[config.mk]
export PLATFORM = sky130hd
export DESIGN_NAME = deferred_call_timer_table
export DESIGN_NICKNAME = d
export VERILOG_FILES = /design/src/sv/dctt_pkg.sv /design/src/sv/dctt_front.sv /design/src/sv/dctt_queue.sv /design/src/sv/dctt_engine.sv /design/src/sv/deferred_call_timer_table.sv
export SDC_FILE = /design/constraint.sdc
export NUM_CORES = 1
export LEC_CHECK = 0
export ABC_AREA = 1
export CAP_MARGIN = 20
export CORE_ASPECT_RATIO = 0.6
export CORE_MARGIN = 3
export CORE_UTILIZATION = 50
export DETAILED_ROUTE_END_ITERATION = 16
export DONT_BUFFER_PORTS = 1
export PLACE_DENSITY_LB_ADDON = 0.15
export SKIP_LAST_GASP = 1
export SLEW_MARGIN = 20
export SYNTH_ARGS = -nofsm -noshare
export SYNTH_HDL_FRONTEND = slang
export SYNTH_SLANG_ARGS = --single-unit
[constraint.sdc]
create_clock -name clock -period 6.79 [get_ports clock]
set_clock_uncertainty 0.2 [all_clocks]
set_input_delay 0 -clock clock [delete_from_list [all_inputs] [get_ports clock]]
set_output_delay 0 -clock clock [all_outputs]
set_load 0.02 [all_outputs]
[src/sv/dctt_pkg.sv]
`timescale 1ns / 1ps
`default_nettype none
// ----------------------------------------------------------------------------
// dctt_pkg: shared types and constants for the deferred call timer table
// Slot count, field widths, opcode and result kind codes, and the command
// word that travels from the front end through the queue to the slot engine.
// ----------------------------------------------------------------------------
package dctt_pkg;

   // table size (1..64)
   localparam int SLOTS   = 8;
   localparam int SLOT_IW = (SLOTS > 1) ? $clog2(SLOTS) : 1;

   // fixed field widths
   localparam int ID_W   = 8;
   localparam int TIME_W = 32;
   localparam int SLOT_W = 6;
   localparam int KIND_W = 3;

   // command queue depth, power of two
   localparam int Q_DEPTH = 2;
   localparam int Q_AW    = (Q_DEPTH > 1) ? $clog2(Q_DEPTH) : 1;
   localparam int Q_CW    = $clog2(Q_DEPTH + 1);

   typedef logic [SLOT_IW-1:0] slot_idx_type;

   typedef enum logic {
      OP_DEFER   = 1'b0,
      OP_PROCESS = 1'b1
   } opcode_type;

   typedef enum logic [KIND_W-1:0] {
      KIND_ACCEPTED  = 3'd0,
      KIND_DUPLICATE = 3'd1,
      KIND_FULL      = 3'd2,
      KIND_FIRED     = 3'd3,
      KIND_NONE      = 3'd4
   } kind_type;

   // classified command; tim is the target for a defer, now for a process
   typedef struct packed {
      opcode_type        op;
      logic [ID_W-1:0]   id;
      logic [TIME_W-1:0] tim;
   } cmd_type;

endpackage
`default_nettype wire

[src/sv/dctt_front.sv]
`timescale 1ns / 1ps
`default_nettype none
// ----------------------------------------------------------------------------
// dctt_front: request intake
// Takes request words, works out the defer target (now + delay, wrapping at
// 32 bits) and holds the classified command until the queue takes it.
// ----------------------------------------------------------------------------
module dctt_front
   import dctt_pkg::*;
(
   input  wire logic              clock,
   input  wire logic              reset,
   input  wire logic              req_valid,
   output logic                   req_stall,
   input  wire logic              req_opcode,
   input  wire logic [ID_W-1:0]   req_callback_id,
   input  wire logic [TIME_W-1:0] req_delay_ms,
   input  wire logic [TIME_W-1:0] req_now_ms,
   output logic                   q_push,
   output cmd_type                q_cmd,
   input  wire logic              q_full
);

   logic    front_valid_ff;
   cmd_type cmd_ff;
   cmd_type cmd_in;

   // hold off new words only while the stage is occupied and the queue is full
   assign req_stall = front_valid_ff & q_full;
   assign q_push    = front_valid_ff & ~q_full;
   assign q_cmd     = cmd_ff;

   // classify the incoming word
   always_comb begin
      cmd_in.op = opcode_type'(req_opcode);
      cmd_in.id = req_callback_id;
      if (cmd_in.op == OP_DEFER) begin
         cmd_in.tim = req_now_ms + req_delay_ms;
      end else begin
         cmd_in.tim = req_now_ms;
      end
   end

   // intake stage
   always_ff @(posedge clock) begin
      if (reset) begin
         front_valid_ff <= 1'b0;
      end else if (!req_stall) begin
         front_valid_ff <= req_valid;
      end
   end

   always_ff @(posedge clock) begin
      if (!req_stall && req_valid) begin
         cmd_ff <= cmd_in;
      end
   end

endmodule
`default_nettype wire

[src/sv/dctt_queue.sv]
`timescale 1ns / 1ps
`default_nettype none
// ----------------------------------------------------------------------------
// dctt_queue: command queue
// Small register FIFO between the front end and the slot engine so that each
// side stalls on its own.
// ----------------------------------------------------------------------------
module dctt_queue
   import dctt_pkg::*;
(
   input  wire logic    clock,
   input  wire logic    reset,
   input  wire logic    push,
   input  wire cmd_type push_cmd,
   output logic         full,
   input  wire logic    pop,
   output logic         head_valid,
   output cmd_type      head_cmd
);

   cmd_type             mem_ff [Q_DEPTH];
   logic [Q_AW-1:0]     wr_ptr_ff;
   logic [Q_AW-1:0]     rd_ptr_ff;
   logic [Q_CW-1:0]     count_ff;
   logic                do_push;
   logic                do_pop;

   assign full       = (count_ff == Q_CW'(Q_DEPTH));
   assign head_valid = (count_ff != '0);
   assign head_cmd   = mem_ff[rd_ptr_ff];
   assign do_push    = push & ~full;
   assign do_pop     = pop & head_valid;

   // pointers and fill count
   always_ff @(posedge clock) begin
      if (reset) begin
         wr_ptr_ff <= '0;
         rd_ptr_ff <= '0;
         count_ff  <= '0;
      end else begin
         if (do_push) begin
            wr_ptr_ff <= wr_ptr_ff + 1'b1;
         end
         if (do_pop) begin
            rd_ptr_ff <= rd_ptr_ff + 1'b1;
         end
         if (do_push && !do_pop) begin
            count_ff <= count_ff + 1'b1;
         end else if (!do_push && do_pop) begin
            count_ff <= count_ff - 1'b1;
         end
      end
   end

   // storage
   always_ff @(posedge clock) begin
      if (do_push) begin
         mem_ff[wr_ptr_ff] <= push_cmd;
      end
   end

endmodule
`default_nettype wire

[src/sv/dctt_engine.sv]
`timescale 1ns / 1ps
`default_nettype none
// ----------------------------------------------------------------------------
// dctt_engine: slot table and sequencer
// Holds the timer slots. A defer does a duplicate search and lowest-free-slot
// pick over the table. A process walks the slots one per cycle unless a fire
// waits on the output; each fire is held back so the final one carries last.
// ----------------------------------------------------------------------------
module dctt_engine
   import dctt_pkg::*;
(
   input  wire logic              clock,
   input  wire logic              reset,
   input  wire logic              q_valid,
   input  wire cmd_type           q_cmd,
   output logic                   q_pop,
   output logic                   rsp_valid,
   input  wire logic              rsp_stall,
   output logic [KIND_W-1:0]      rsp_kind,
   output logic [ID_W-1:0]        rsp_callback_id_res,
   output logic [SLOT_W-1:0]      rsp_slot,
   output logic                   rsp_last
);

   typedef enum logic [1:0] {
      ST_IDLE,
      ST_SCAN,
      ST_FLUSH
   } state_type;

   localparam slot_idx_type LAST_IDX = slot_idx_type'(SLOTS - 1);

   // slot table
   logic [ID_W-1:0]   slot_id_ff      [SLOTS];
   logic [TIME_W-1:0] slot_target_ff  [SLOTS];
   logic              slot_pending_ff [SLOTS];

   state_type         state_ff;
   logic [TIME_W-1:0] now_ff;
   slot_idx_type      scan_idx_ff;
   logic              held_valid_ff;
   logic [ID_W-1:0]   held_id_ff;
   slot_idx_type      held_idx_ff;

   logic              rsp_valid_ff;
   kind_type          rsp_kind_ff;
   logic [ID_W-1:0]   rsp_id_ff;
   logic [SLOT_W-1:0] rsp_slot_ff;
   logic              rsp_last_ff;

   logic              out_free;
   logic              dup_hit;
   slot_idx_type      dup_idx;
   logic              free_hit;
   slot_idx_type      free_idx;
   logic              cur_fire;
   logic              scan_hold;

   assign rsp_valid           = rsp_valid_ff;
   assign rsp_kind            = rsp_kind_ff;
   assign rsp_callback_id_res = rsp_id_ff;
   assign rsp_slot            = rsp_slot_ff;
   assign rsp_last            = rsp_last_ff;

   // output register can take a word this cycle
   assign out_free = ~rsp_valid_ff | ~rsp_stall;

   // lowest pending slot with the same id, lowest free slot
   always_comb begin
      dup_hit  = 1'b0;
      dup_idx  = '0;
      free_hit = 1'b0;
      free_idx = '0;
      for (int i = SLOTS - 1; i >= 0; i--) begin
         if (slot_pending_ff[i] && (slot_id_ff[i] == q_cmd.id)) begin
            dup_hit = 1'b1;
            dup_idx = slot_idx_type'(i);
         end
         if (!slot_pending_ff[i]) begin
            free_hit = 1'b1;
            free_idx = slot_idx_type'(i);
         end
      end
   end

   // expiry test on the slot under scan: strictly earlier, no wrap handling
   assign cur_fire  = slot_pending_ff[scan_idx_ff] &&
                      (now_ff > slot_target_ff[scan_idx_ff]);
   // a second fire must wait until the held one can be sent out
   assign scan_hold = cur_fire & held_valid_ff & ~out_free;

   assign q_pop = (state_ff == ST_IDLE) & q_valid & out_free;

   // sequencer, table and output register
   always_ff @(posedge clock) begin
      if (reset) begin
         state_ff      <= ST_IDLE;
         rsp_valid_ff  <= 1'b0;
         held_valid_ff <= 1'b0;
         for (int i = 0; i < SLOTS; i++) begin
            slot_pending_ff[i] <= 1'b0;
         end
      end else begin
         if (rsp_valid_ff && !rsp_stall) begin
            rsp_valid_ff <= 1'b0;
         end
         case (state_ff)
            ST_IDLE: begin
               if (q_pop) begin
                  if (q_cmd.op == OP_DEFER) begin
                     rsp_valid_ff <= 1'b1;
                     rsp_last_ff  <= 1'b1;
                     rsp_id_ff    <= q_cmd.id;
                     if (dup_hit) begin
                        rsp_kind_ff <= KIND_DUPLICATE;
                        rsp_slot_ff <= SLOT_W'(dup_idx);
                     end else if (free_hit) begin
                        rsp_kind_ff               <= KIND_ACCEPTED;
                        rsp_slot_ff               <= SLOT_W'(free_idx);
                        slot_id_ff[free_idx]      <= q_cmd.id;
                        slot_target_ff[free_idx]  <= q_cmd.tim;
                        slot_pending_ff[free_idx] <= 1'b1;
                     end else begin
                        rsp_kind_ff <= KIND_FULL;
                        rsp_slot_ff <= '0;
                     end
                  end else begin
                     now_ff        <= q_cmd.tim;
                     scan_idx_ff   <= '0;
                     held_valid_ff <= 1'b0;
                     state_ff      <= ST_SCAN;
                  end
               end
            end
            ST_SCAN: begin
               if (!scan_hold) begin
                  if (cur_fire) begin
                     if (held_valid_ff) begin
                        rsp_valid_ff <= 1'b1;
                        rsp_kind_ff  <= KIND_FIRED;
                        rsp_id_ff    <= held_id_ff;
                        rsp_slot_ff  <= SLOT_W'(held_idx_ff);
                        rsp_last_ff  <= 1'b0;
                     end
                     held_valid_ff                <= 1'b1;
                     held_id_ff                   <= slot_id_ff[scan_idx_ff];
                     held_idx_ff                  <= scan_idx_ff;
                     slot_pending_ff[scan_idx_ff] <= 1'b0;
                  end
                  if (scan_idx_ff == LAST_IDX) begin
                     state_ff <= ST_FLUSH;
                  end else begin
                     scan_idx_ff <= scan_idx_ff + 1'b1;
                  end
               end
            end
            ST_FLUSH: begin
               if (out_free) begin
                  rsp_valid_ff <= 1'b1;
                  rsp_last_ff  <= 1'b1;
                  if (held_valid_ff) begin
                     rsp_kind_ff <= KIND_FIRED;
                     rsp_id_ff   <= held_id_ff;
                     rsp_slot_ff <= SLOT_W'(held_idx_ff);
                  end else begin
                     rsp_kind_ff <= KIND_NONE;
                     rsp_id_ff   <= '0;
                     rsp_slot_ff <= '0;
                  end
                  held_valid_ff <= 1'b0;
                  state_ff      <= ST_IDLE;
               end
            end
            default: begin
               state_ff <= ST_IDLE;
            end
         endcase
      end
   end

endmodule
`default_nettype wire

[src/sv/deferred_call_timer_table.sv]
`timescale 1ns / 1ps
`default_nettype none
// ----------------------------------------------------------------------------
// deferred_call_timer_table: one-shot timer slot table
//
//   channel  direction  handshake            word
//   req_     in         req_valid/req_stall  opcode, callback id, delay, now
//   rsp_     out        rsp_valid/rsp_stall  kind, callback id, slot, last
//
// A defer word is resolved in the slot engine by a parallel id match and
// free-slot pick. A process word is taken from the queue, then each slot is
// compared for expiry in slot order, then the final result is sent.
// The front stage and a 2-word queue keep taking requests while the engine
// works. Reset is synchronous and frees every slot at once.
// rsp_stall holds the output register; a process scan pauses on a fire that
// cannot be sent.
// ----------------------------------------------------------------------------
module deferred_call_timer_table
   import dctt_pkg::*;
(
   input  wire logic              clock,
   input  wire logic              reset,
   input  wire logic              req_valid,
   output logic                   req_stall,
   input  wire logic              req_opcode,
   input  wire logic [ID_W-1:0]   req_callback_id,
   input  wire logic [TIME_W-1:0] req_delay_ms,
   input  wire logic [TIME_W-1:0] req_now_ms,
   output logic                   rsp_valid,
   input  wire logic              rsp_stall,
   output logic [KIND_W-1:0]      rsp_kind,
   output logic [ID_W-1:0]        rsp_callback_id_res,
   output logic [SLOT_W-1:0]      rsp_slot,
   output logic                   rsp_last
);

   logic    q_push;
   cmd_type q_push_cmd;
   logic    q_full;
   logic    q_pop;
   logic    q_valid;
   cmd_type q_head;

   // intake and classification
   dctt_front u_front (
      .clock           (clock),
      .reset           (reset),
      .req_valid       (req_valid),
      .req_stall       (req_stall),
      .req_opcode      (req_opcode),
      .req_callback_id (req_callback_id),
      .req_delay_ms    (req_delay_ms),
      .req_now_ms      (req_now_ms),
      .q_push          (q_push),
      .q_cmd           (q_push_cmd),
      .q_full          (q_full)
   );

   // command queue
   dctt_queue u_queue (
      .clock      (clock),
      .reset      (reset),
      .push       (q_push),
      .push_cmd   (q_push_cmd),
      .full       (q_full),
      .pop        (q_pop),
      .head_valid (q_valid),
      .head_cmd   (q_head)
   );

   // slot table and result sequencing
   dctt_engine u_engine (
      .clock               (clock),
      .reset               (reset),
      .q_valid             (q_valid),
      .q_cmd               (q_head),
      .q_pop               (q_pop),
      .rsp_valid           (rsp_valid),
      .rsp_stall           (rsp_stall),
      .rsp_kind            (rsp_kind),
      .rsp_callback_id_res (rsp_callback_id_res),
      .rsp_slot            (rsp_slot),
      .rsp_last            (rsp_last)
   );

endmodule
`default_nettype wire

==> results of run 1 <==
## registers in the layout, summed over array words and instances, names as in the netlist, 8 cells and up, named ones only
register and flops:
u_front.q_cmd 41, u_engine.slot_pending_ff 8, u_engine.now_ff 32, u_engine.slot_id_ff 64, u_engine.slot_target_ff 256, u_engine.rsp_callback_id_res 8
u_engine.held_id_ff 8, u_queue.mem_ff 82
## metrics by stage
step           area, µm²  cells  setup slack [ns]  util (%)  hold slack (ns)
4_1_cts            27520   3020             1.689     58.64          0.04208
3_5_place_dp       24850   2814             1.713     52.94          -0.1274
2_1_floorplan      24100   2239             1.985         -          -0.1309
5_1_grt            27530   3022             1.322     58.65          0.05471
3_3_place_gp       24850   2814             1.734     52.94          -0.1281
6_report           27530   3022             1.648     58.65          0.05799
## power by group
part	switching (mW)	total [mW]	internal (mW)	leakage, nW
clock network	1.21	2.66	1.45	0.743
registers	0.202	4.28	4.08	4.79
logic	2.21	3.08	0.871	4.78
## layer usage
| metal | track usage, % | wire length, µm | part of all wire, % | vias up |
|---|---|---|---|---|
| met5 | 0 | 0 | 0 | - |
| li1 | - | - | - | 8074 |
| met4 | 4.006 | 810 | 1.3 | 0 |
| met2 | 33.22 | 24710 | 38 | 729 |
| met1 | 42.30 | 32040 | 50 | 8301 |
| met3 | 6.658 | 6830 | 11 | 64 |
## placed cells by master (no fill, tap or decap), drive strengths merged, types with 2 or more instances in the layout
cell type,n
o22ai,34
clkbuf,65
nand2,519
nand3,77
o31ai,2
o21a,2
nand3b,5
inv,166
nand4,7
clkinv,25
a221oi,5
o21bai,9
clkinvlp,2
or2,16
a21o,5
xnor2,4
conb,3
xor2,16
dlygate4sd3,113
dfxtp,13
edfxtp,512
o211ai,3
buf,29
o21ai,250
nor3b,2
nor3,18
a21oi,95
nor2,261
o221ai,31
diode,2
ha,70
bufinv,2
a21boi,4
a31oi,15
nor4,4
## kinds of logic after synthesis
logic type / Yosys count / share of synthesized area [%]
fa+ha+maj: 71 / 3.718
compound gates: 459 / 10.69
other cells: 1 / 0.01556
buf+inv: 251 / 4.118
simple gates: 910 / 15.82
xor+xnor: 20 / 0.7581
flops: 525 / 64.89
## layout make-up
| type | instances | area, µm² | area share [%] |
|---|---|---|---|
| sequential | 525 | 15640 | 56.82 |
| tap | 630 | 788.3 | 2.863 |
| inverter | 168 | 631.9 | 2.295 |
| multi-input combinational | 1463 | 7566 | 27.48 |
| antenna | 2 | 5.005 | 0.01818 |
| clock inverter | 27 | 207.7 | 0.7544 |
| timing repair buffer | 142 | 1374 | 4.990 |
| clock buffer | 65 | 1316 | 4.781 |
## worst max path at each step
stage / startpoint / endpoint / slack, ns / cells after the start
detailed placement: register / u_engine.slot_target_ff[7][11] / 1.71 / 16
finish: register / u_engine.slot_target_ff[7][11] / 1.65 / 17
floorplan: register / u_engine.rsp_callback_id_res[0] / 1.99 / 20
CTS: register / u_engine.slot_target_ff[5][11] / 1.69 / 17
global placement: register / u_engine.slot_target_ff[5][25] / 1.73 / 16
global route: register / u_engine.slot_target_ff[5][9] / 1.32 / 17
==> flow_metrics.env, run 1 <==
export IMPL_status="complete, no violations"
export IMPL_overflow=0
export IMPL_tightest_slew_ns=0.9633
export IMPL_synth_top_area_share_pct=63.81
export IMPL_yosysTopAreaCell="edfxtp_1"
export IMPL_core_area_um2=46940
export IMPL_vias=17170
export IMPL_path_clk_slew_ns=0.06
export IMPL_fill_cells=3871
export IMPL_post_cts_resized=0
export IMPL_cts_buffers=49
export IMPL_die_height_um=176.0
export IMPL_power_density_nw_per_um2=363.9
export IMPL_synthCells=2237
export IMPL_drc=0
export IMPL_syn_area_per_cell_um2=10.77
export IMPL_reg2reg_to="u_engine.slot_target_ff[7][11]"
export IMPL_synthToLayoutAreaGrowth_pct=14.26
export IMPL_crit_family="simple AND/OR/NAND/NOR gates"
export IMPL_clock_sinks=525
export IMPL_synth_distinct_cells=48
export IMPL_clk_path_buf_depth=3
export IMPL_grt_pass1_vias=16040
export IMPL_insertion_delay_ns=0.58
export IMPL_crit_path_top_delay_cell="nor2_4"
export IMPL_synth_area_um2=24100
export IMPL_cp_num_buf_inv=5
export IMPL_grt_max_degree=57
export IMPL_rsz0062_at_grt="no"
export IMPL_arrival_ns=5.17
export IMPL_ctsHoldBuffers=114
export IMPL_yosysMostFrequentCell="edfxtp_1"
export IMPL_track_usage_pct=25.40
export IMPL_die_w_um=289.4
export IMPL_criticalPathCategory="register to register"
export IMPL_drt_iter0_markers=1818
export IMPL_maxCapViolations=0
export IMPL_worstSetupStartpointType="register"
export IMPL_whs_path_depth=2
export IMPL_async_reset_ff_share_pct=0
export IMPL_period_share_pct=75.73
export IMPL_ys_seq_area_share_pct=64.89
export IMPL_io_pins=97
export IMPL_drive_gt1_share_pct=7.490
export IMPL_slew_headroom_pct=35.78
export IMPL_vias_per_cell=5.681
export IMPL_rows=61
export IMPL_cts_htree_levels=2
export IMPL_critPathMaxFanout=47
export IMPL_setup_viol=0
export IMPL_path_cells="buf_4, inv_2, buf_4, nand2_4, nand2_4, nand2_1, nand2_1, nand3_1, nor2_1, nand3_1, nand2_1, nor2_2, nand3_2, inv_1, nand3_1, nor2_4, buf_4"
export IMPL_total_power_mw=10.02
export IMPL_root_buffer="clkbuf_16"
export IMPL_leakage_nw=10.31
export IMPL_grt_first_pass_wirelength_um=97780
export IMPL_ys_seq_elements=525
export IMPL_synth_edf_count=512
export IMPL_critPathCaptureType="register"
export IMPL_fin_nets=2497
export IMPL_synthTopCellsByCount="512 x edfxtp_1, 489 x nand2_1, 255 x nor2_1, 249 x o21ai_0, 161 x inv_1"
export IMPL_drt_total_wl_um=64390
export IMPL_whs_endpoint="u_front.front_valid_ff"
export IMPL_tritoncts="yes"
export IMPL_start_util_pct=51.33
export IMPL_worstHoldStart="reset"
export IMPL_dpl_hpwl_um=42390
export IMPL_post_drt_wl_per_cell_um=21.31
export IMPL_fmax_mhz=194.5
export IMPL_critPathRequiredTime_ns=6.82
export IMPL_max_stage_delay_ns=0.83
export IMPL_drtPass1Iterations=6
export IMPL_antenna_found_initial=3
export IMPL_ys_flop_type="edfxtp_1"
export IMPL_post_cts_setup_buffer_count=0
export IMPL_finalHoldViolCount=0
export IMPL_irDropWorstVdd_mv=0.2032
export IMPL_reg2reg_slack_ns=1.65
export IMPL_io_buffers=0
export IMPL_reg2reg_depth=17
export IMPL_fin_tns_setup_ns=0
export IMPL_globalplace_congestion=0.9337
export IMPL_min_period_ns=5.142
export IMPL_synthTopCellsByArea="edfxtp_1 64%, nand2_1 7.6%, o21ai_0 5.2%"
export IMPL_ant_nets=0
export IMPL_min_delay_path_class="input pin to register"
export IMPL_synth_warnings=0
export IMPL_drv_slew=0
export IMPL_die_area_um2=50950
Power figures use the tool's default switching activity.
==> inputs of run 2 (changes only) <==
==> constraint.sdc (replaced) <==
create_clock -name clock -period 5.4 [get_ports clock]
set_clock_uncertainty 0.2 [all_clocks]
set_input_delay 0 -clock clock [delete_from_list [all_inputs] [get_ports clock]]
set_output_delay 0 -clock clock [all_outputs]
set_load 0.02 [all_outputs]
==> flow_metrics.env, run 2 (synthesis gave the netlist of run 1 again) <==
export IMPL_status="complete, no violations"
export IMPL_synthToLayoutAreaGrowth_pct=14.52
export IMPL_fin_nets=2498
export IMPL_cts_htree_levels=2
export IMPL_cp_num_buf_inv=4
export IMPL_drv_slew=0
export IMPL_largest_register_ffs=256
export IMPL_core_area_um2=46940
export IMPL_crit_path_top_delay_cell="buf_4"
export IMPL_io_buffers=0
export IMPL_reg2reg_slack_ns=0.77
export IMPL_power_density_nw_per_um2=458.5
export IMPL_reg_largest_list="u_engine.slot_target_ff (256), u_queue.mem_ff (82), u_engine.slot_id_ff (64)"
export IMPL_critPathRequiredTime_ns=5.62
export IMPL_die_area_um2=50950
export IMPL_overflow=0
export IMPL_drt_total_wl_um=64050
export IMPL_worstSetupStartpointType="register"
export IMPL_cts_buffers=48
export IMPL_fmax_mhz=216.0
export IMPL_max_stage_delay_ns=0.49
export IMPL_start_util_pct=51.33
export IMPL_post_cts_setup_buffer_count=0
export IMPL_crit_family="simple AND/OR/NAND/NOR gates"
export IMPL_setup_viol=0
export IMPL_criticalPathCategory="register to register"
export IMPL_fill_cells=3922
export IMPL_root_buffer="clkbuf_16"
export IMPL_finalHoldViolCount=0
export IMPL_post_drt_wl_per_cell_um=21.22
export IMPL_die_w_um=289.4
export IMPL_p_int_mw=8.102
export IMPL_io_pins=97
export IMPL_min_period_ns=4.629
export IMPL_regArea_um2=15640
export IMPL_rsz0062_at_grt="no"
export IMPL_layout_common_cells="512 x edfxtp_1, 489 x nand2_1, 249 x o21ai_0, 245 x nor2_1, 159 x inv_1"
export IMPL_drive_gt1_share_pct=7.415
export IMPL_period_share_pct=85.72
export IMPL_rows=61
export IMPL_swShare_pct=35.97
export IMPL_path_clk_slew_ns=0.06
export IMPL_path_cells="inv_1, buf_4, o21ai_0, o22ai_1, o21ai_0, ha_1, nand3_1, nor3_1, buf_4, nand2_1, nand2_1, nand2_1, nand2_1, nand2_1, nor2_1, nand3_1, nand2_1, inv_1, o21ai_0"
export IMPL_drtPass1Iterations=6
export IMPL_critPathCaptureType="register"
export IMPL_combPwrFrac_pct=31.0
export IMPL_critPathMaxFanout=49
export IMPL_die_height_um=176.0
export IMPL_post_cts_resized=0
export IMPL_maxCapViolations=0
export IMPL_layout_commonest_cell="edfxtp_1"
export IMPL_min_delay_path_class="input pin to register"
export IMPL_cp_depth=19
export IMPL_insertion_delay_ns=0.59
export IMPL_arrival_ns=4.85
export IMPL_antenna_found_initial=3
export IMPL_grt_max_degree=86
export IMPL_leakage_nw=10.31
export IMPL_track_usage_pct=25.21
export IMPL_power_switching_mw=4.551
export IMPL_vias_per_cell=5.731
export IMPL_globalplace_congestion=0.9523
export IMPL_tritoncts="yes"
export IMPL_whs_ns=0.07852
export IMPL_crit_path_frequent_cell="nand2_1"
export IMPL_vias=17300
export IMPL_tightest_slew_ns=1.020
export IMPL_drt_iter0_markers=2230
export IMPL_power_frac_seq_pct=42.6
export IMPL_multiInputGateArea_um2=7566
export IMPL_grt_pass1_vias=15790
export IMPL_p_clk_share_pct=26.4
export IMPL_fin_tns_setup_ns=0
export IMPL_top_register="u_engine.slot_target_ff"
export IMPL_ant_nets=0
export IMPL_ctsHoldBuffers=113
export IMPL_dpl_hpwl_um=42570
export IMPL_grt_first_pass_wirelength_um=97200
export IMPL_slew_headroom_pct=32.00
export IMPL_irDropWorstVdd_mv=0.3079
export IMPL_drc=0
export IMPL_reg2reg_depth=19
export IMPL_clk_path_buf_depth=3
export IMPL_clock_sinks=525
-- run 2: changes by cell type in the layout (fill, tap and decap cells not counted) --
cell | before | now
buf_12 | 2 | 7
buf_4 | 27 | 25
bufinv_16 | 2 | 4
clkbuf_1 | 13 | 14
clkbuf_8 | 3 | 0
clkinv_1 | 13 | 12
clkinv_2 | 10 | 4
clkinv_8 | 2 | 0
clkinvlp_4 | 2 | 5
dlygate4sd3_1 | 113 | 112
inv_6 | 2 | 3
-- run 2: worst min path at each step --
stage,endpoint,startpoint,slack [ns],cells past startpoint
2_1_floorplan,u_engine.rsp_valid,reset,-0.13,1
3_3_place_gp,u_front.front_valid_ff,reset,-0.13,1
3_5_place_dp,u_front.front_valid_ff,reset,-0.13,1
4_1_cts,u_front.front_valid_ff,req_valid,0.05,3
5_1_grt,u_front.q_cmd[0],req_delay_ms[0],0.08,4
6_report,u_front.q_cmd[0],req_delay_ms[0],0.08,4
-- run 2: worst register-to-register path: cells and delay by family, from the launching register on --
family                     cells  cell delay [ns]
and+or+nand+nor               10             1.52
buffers and inverters          4             0.98
AOI/OAI and AO/OA              4             0.94
DFF                            1             0.47
adders and majority gates      1             0.37
-- run 2: cell type report --
| cell class | instances | share of cell area (%) |
|---|---|---|
| sequential | 525 | 56.69 |
| multi-input combinational | 1463 | 27.42 |
| timing repair buffer | 144 | 5.251 |
| clock buffer | 63 | 4.634 |
| tap | 630 | 2.857 |
| inverter | 168 | 2.290 |
| clock inverter | 24 | 0.8434 |
| antenna | 2 | 0.01814 |
-- run 2: power by group through the flow --
stage / combinational, mW / sequential, mW / clock, mW
floorplan: 2.56 / 5.33 / 0
global placement: 3.71 / 5.47 / 0
detailed placement: 3.76 / 5.47 / 0
CTS: 3.89 / 5.39 / 3.39
global route: 4.38 / 5.41 / 3.57
finish: 3.93 / 5.38 / 3.34
-- run 2: per-stage QoR --
stage	power, mW	util, %	cells	area, µm²	setup slack [ns]
finish	12.65	58.79	3019	27590	0.7714
global route	13.37	58.79	3019	27590	0.4483
CTS	12.66	58.78	3017	27590	0.8252
detailed placement	9.235	53.13	2817	24940	0.8668
global placement	9.181	53.12	2817	24930	0.9201
floorplan	7.889	-	2239	24100	0.5951
-- run 2: layer usage --
metal	routed length [µm]	GRT usage (%)	up-vias	share of wire, %
met5	0	0	-	0
met2	24060	31.77	802	38
met1	31290	42.54	8351	49
li1	-	-	8080	-
met4	782	3.880	0	1.2
met3	7916	7.419	70	12
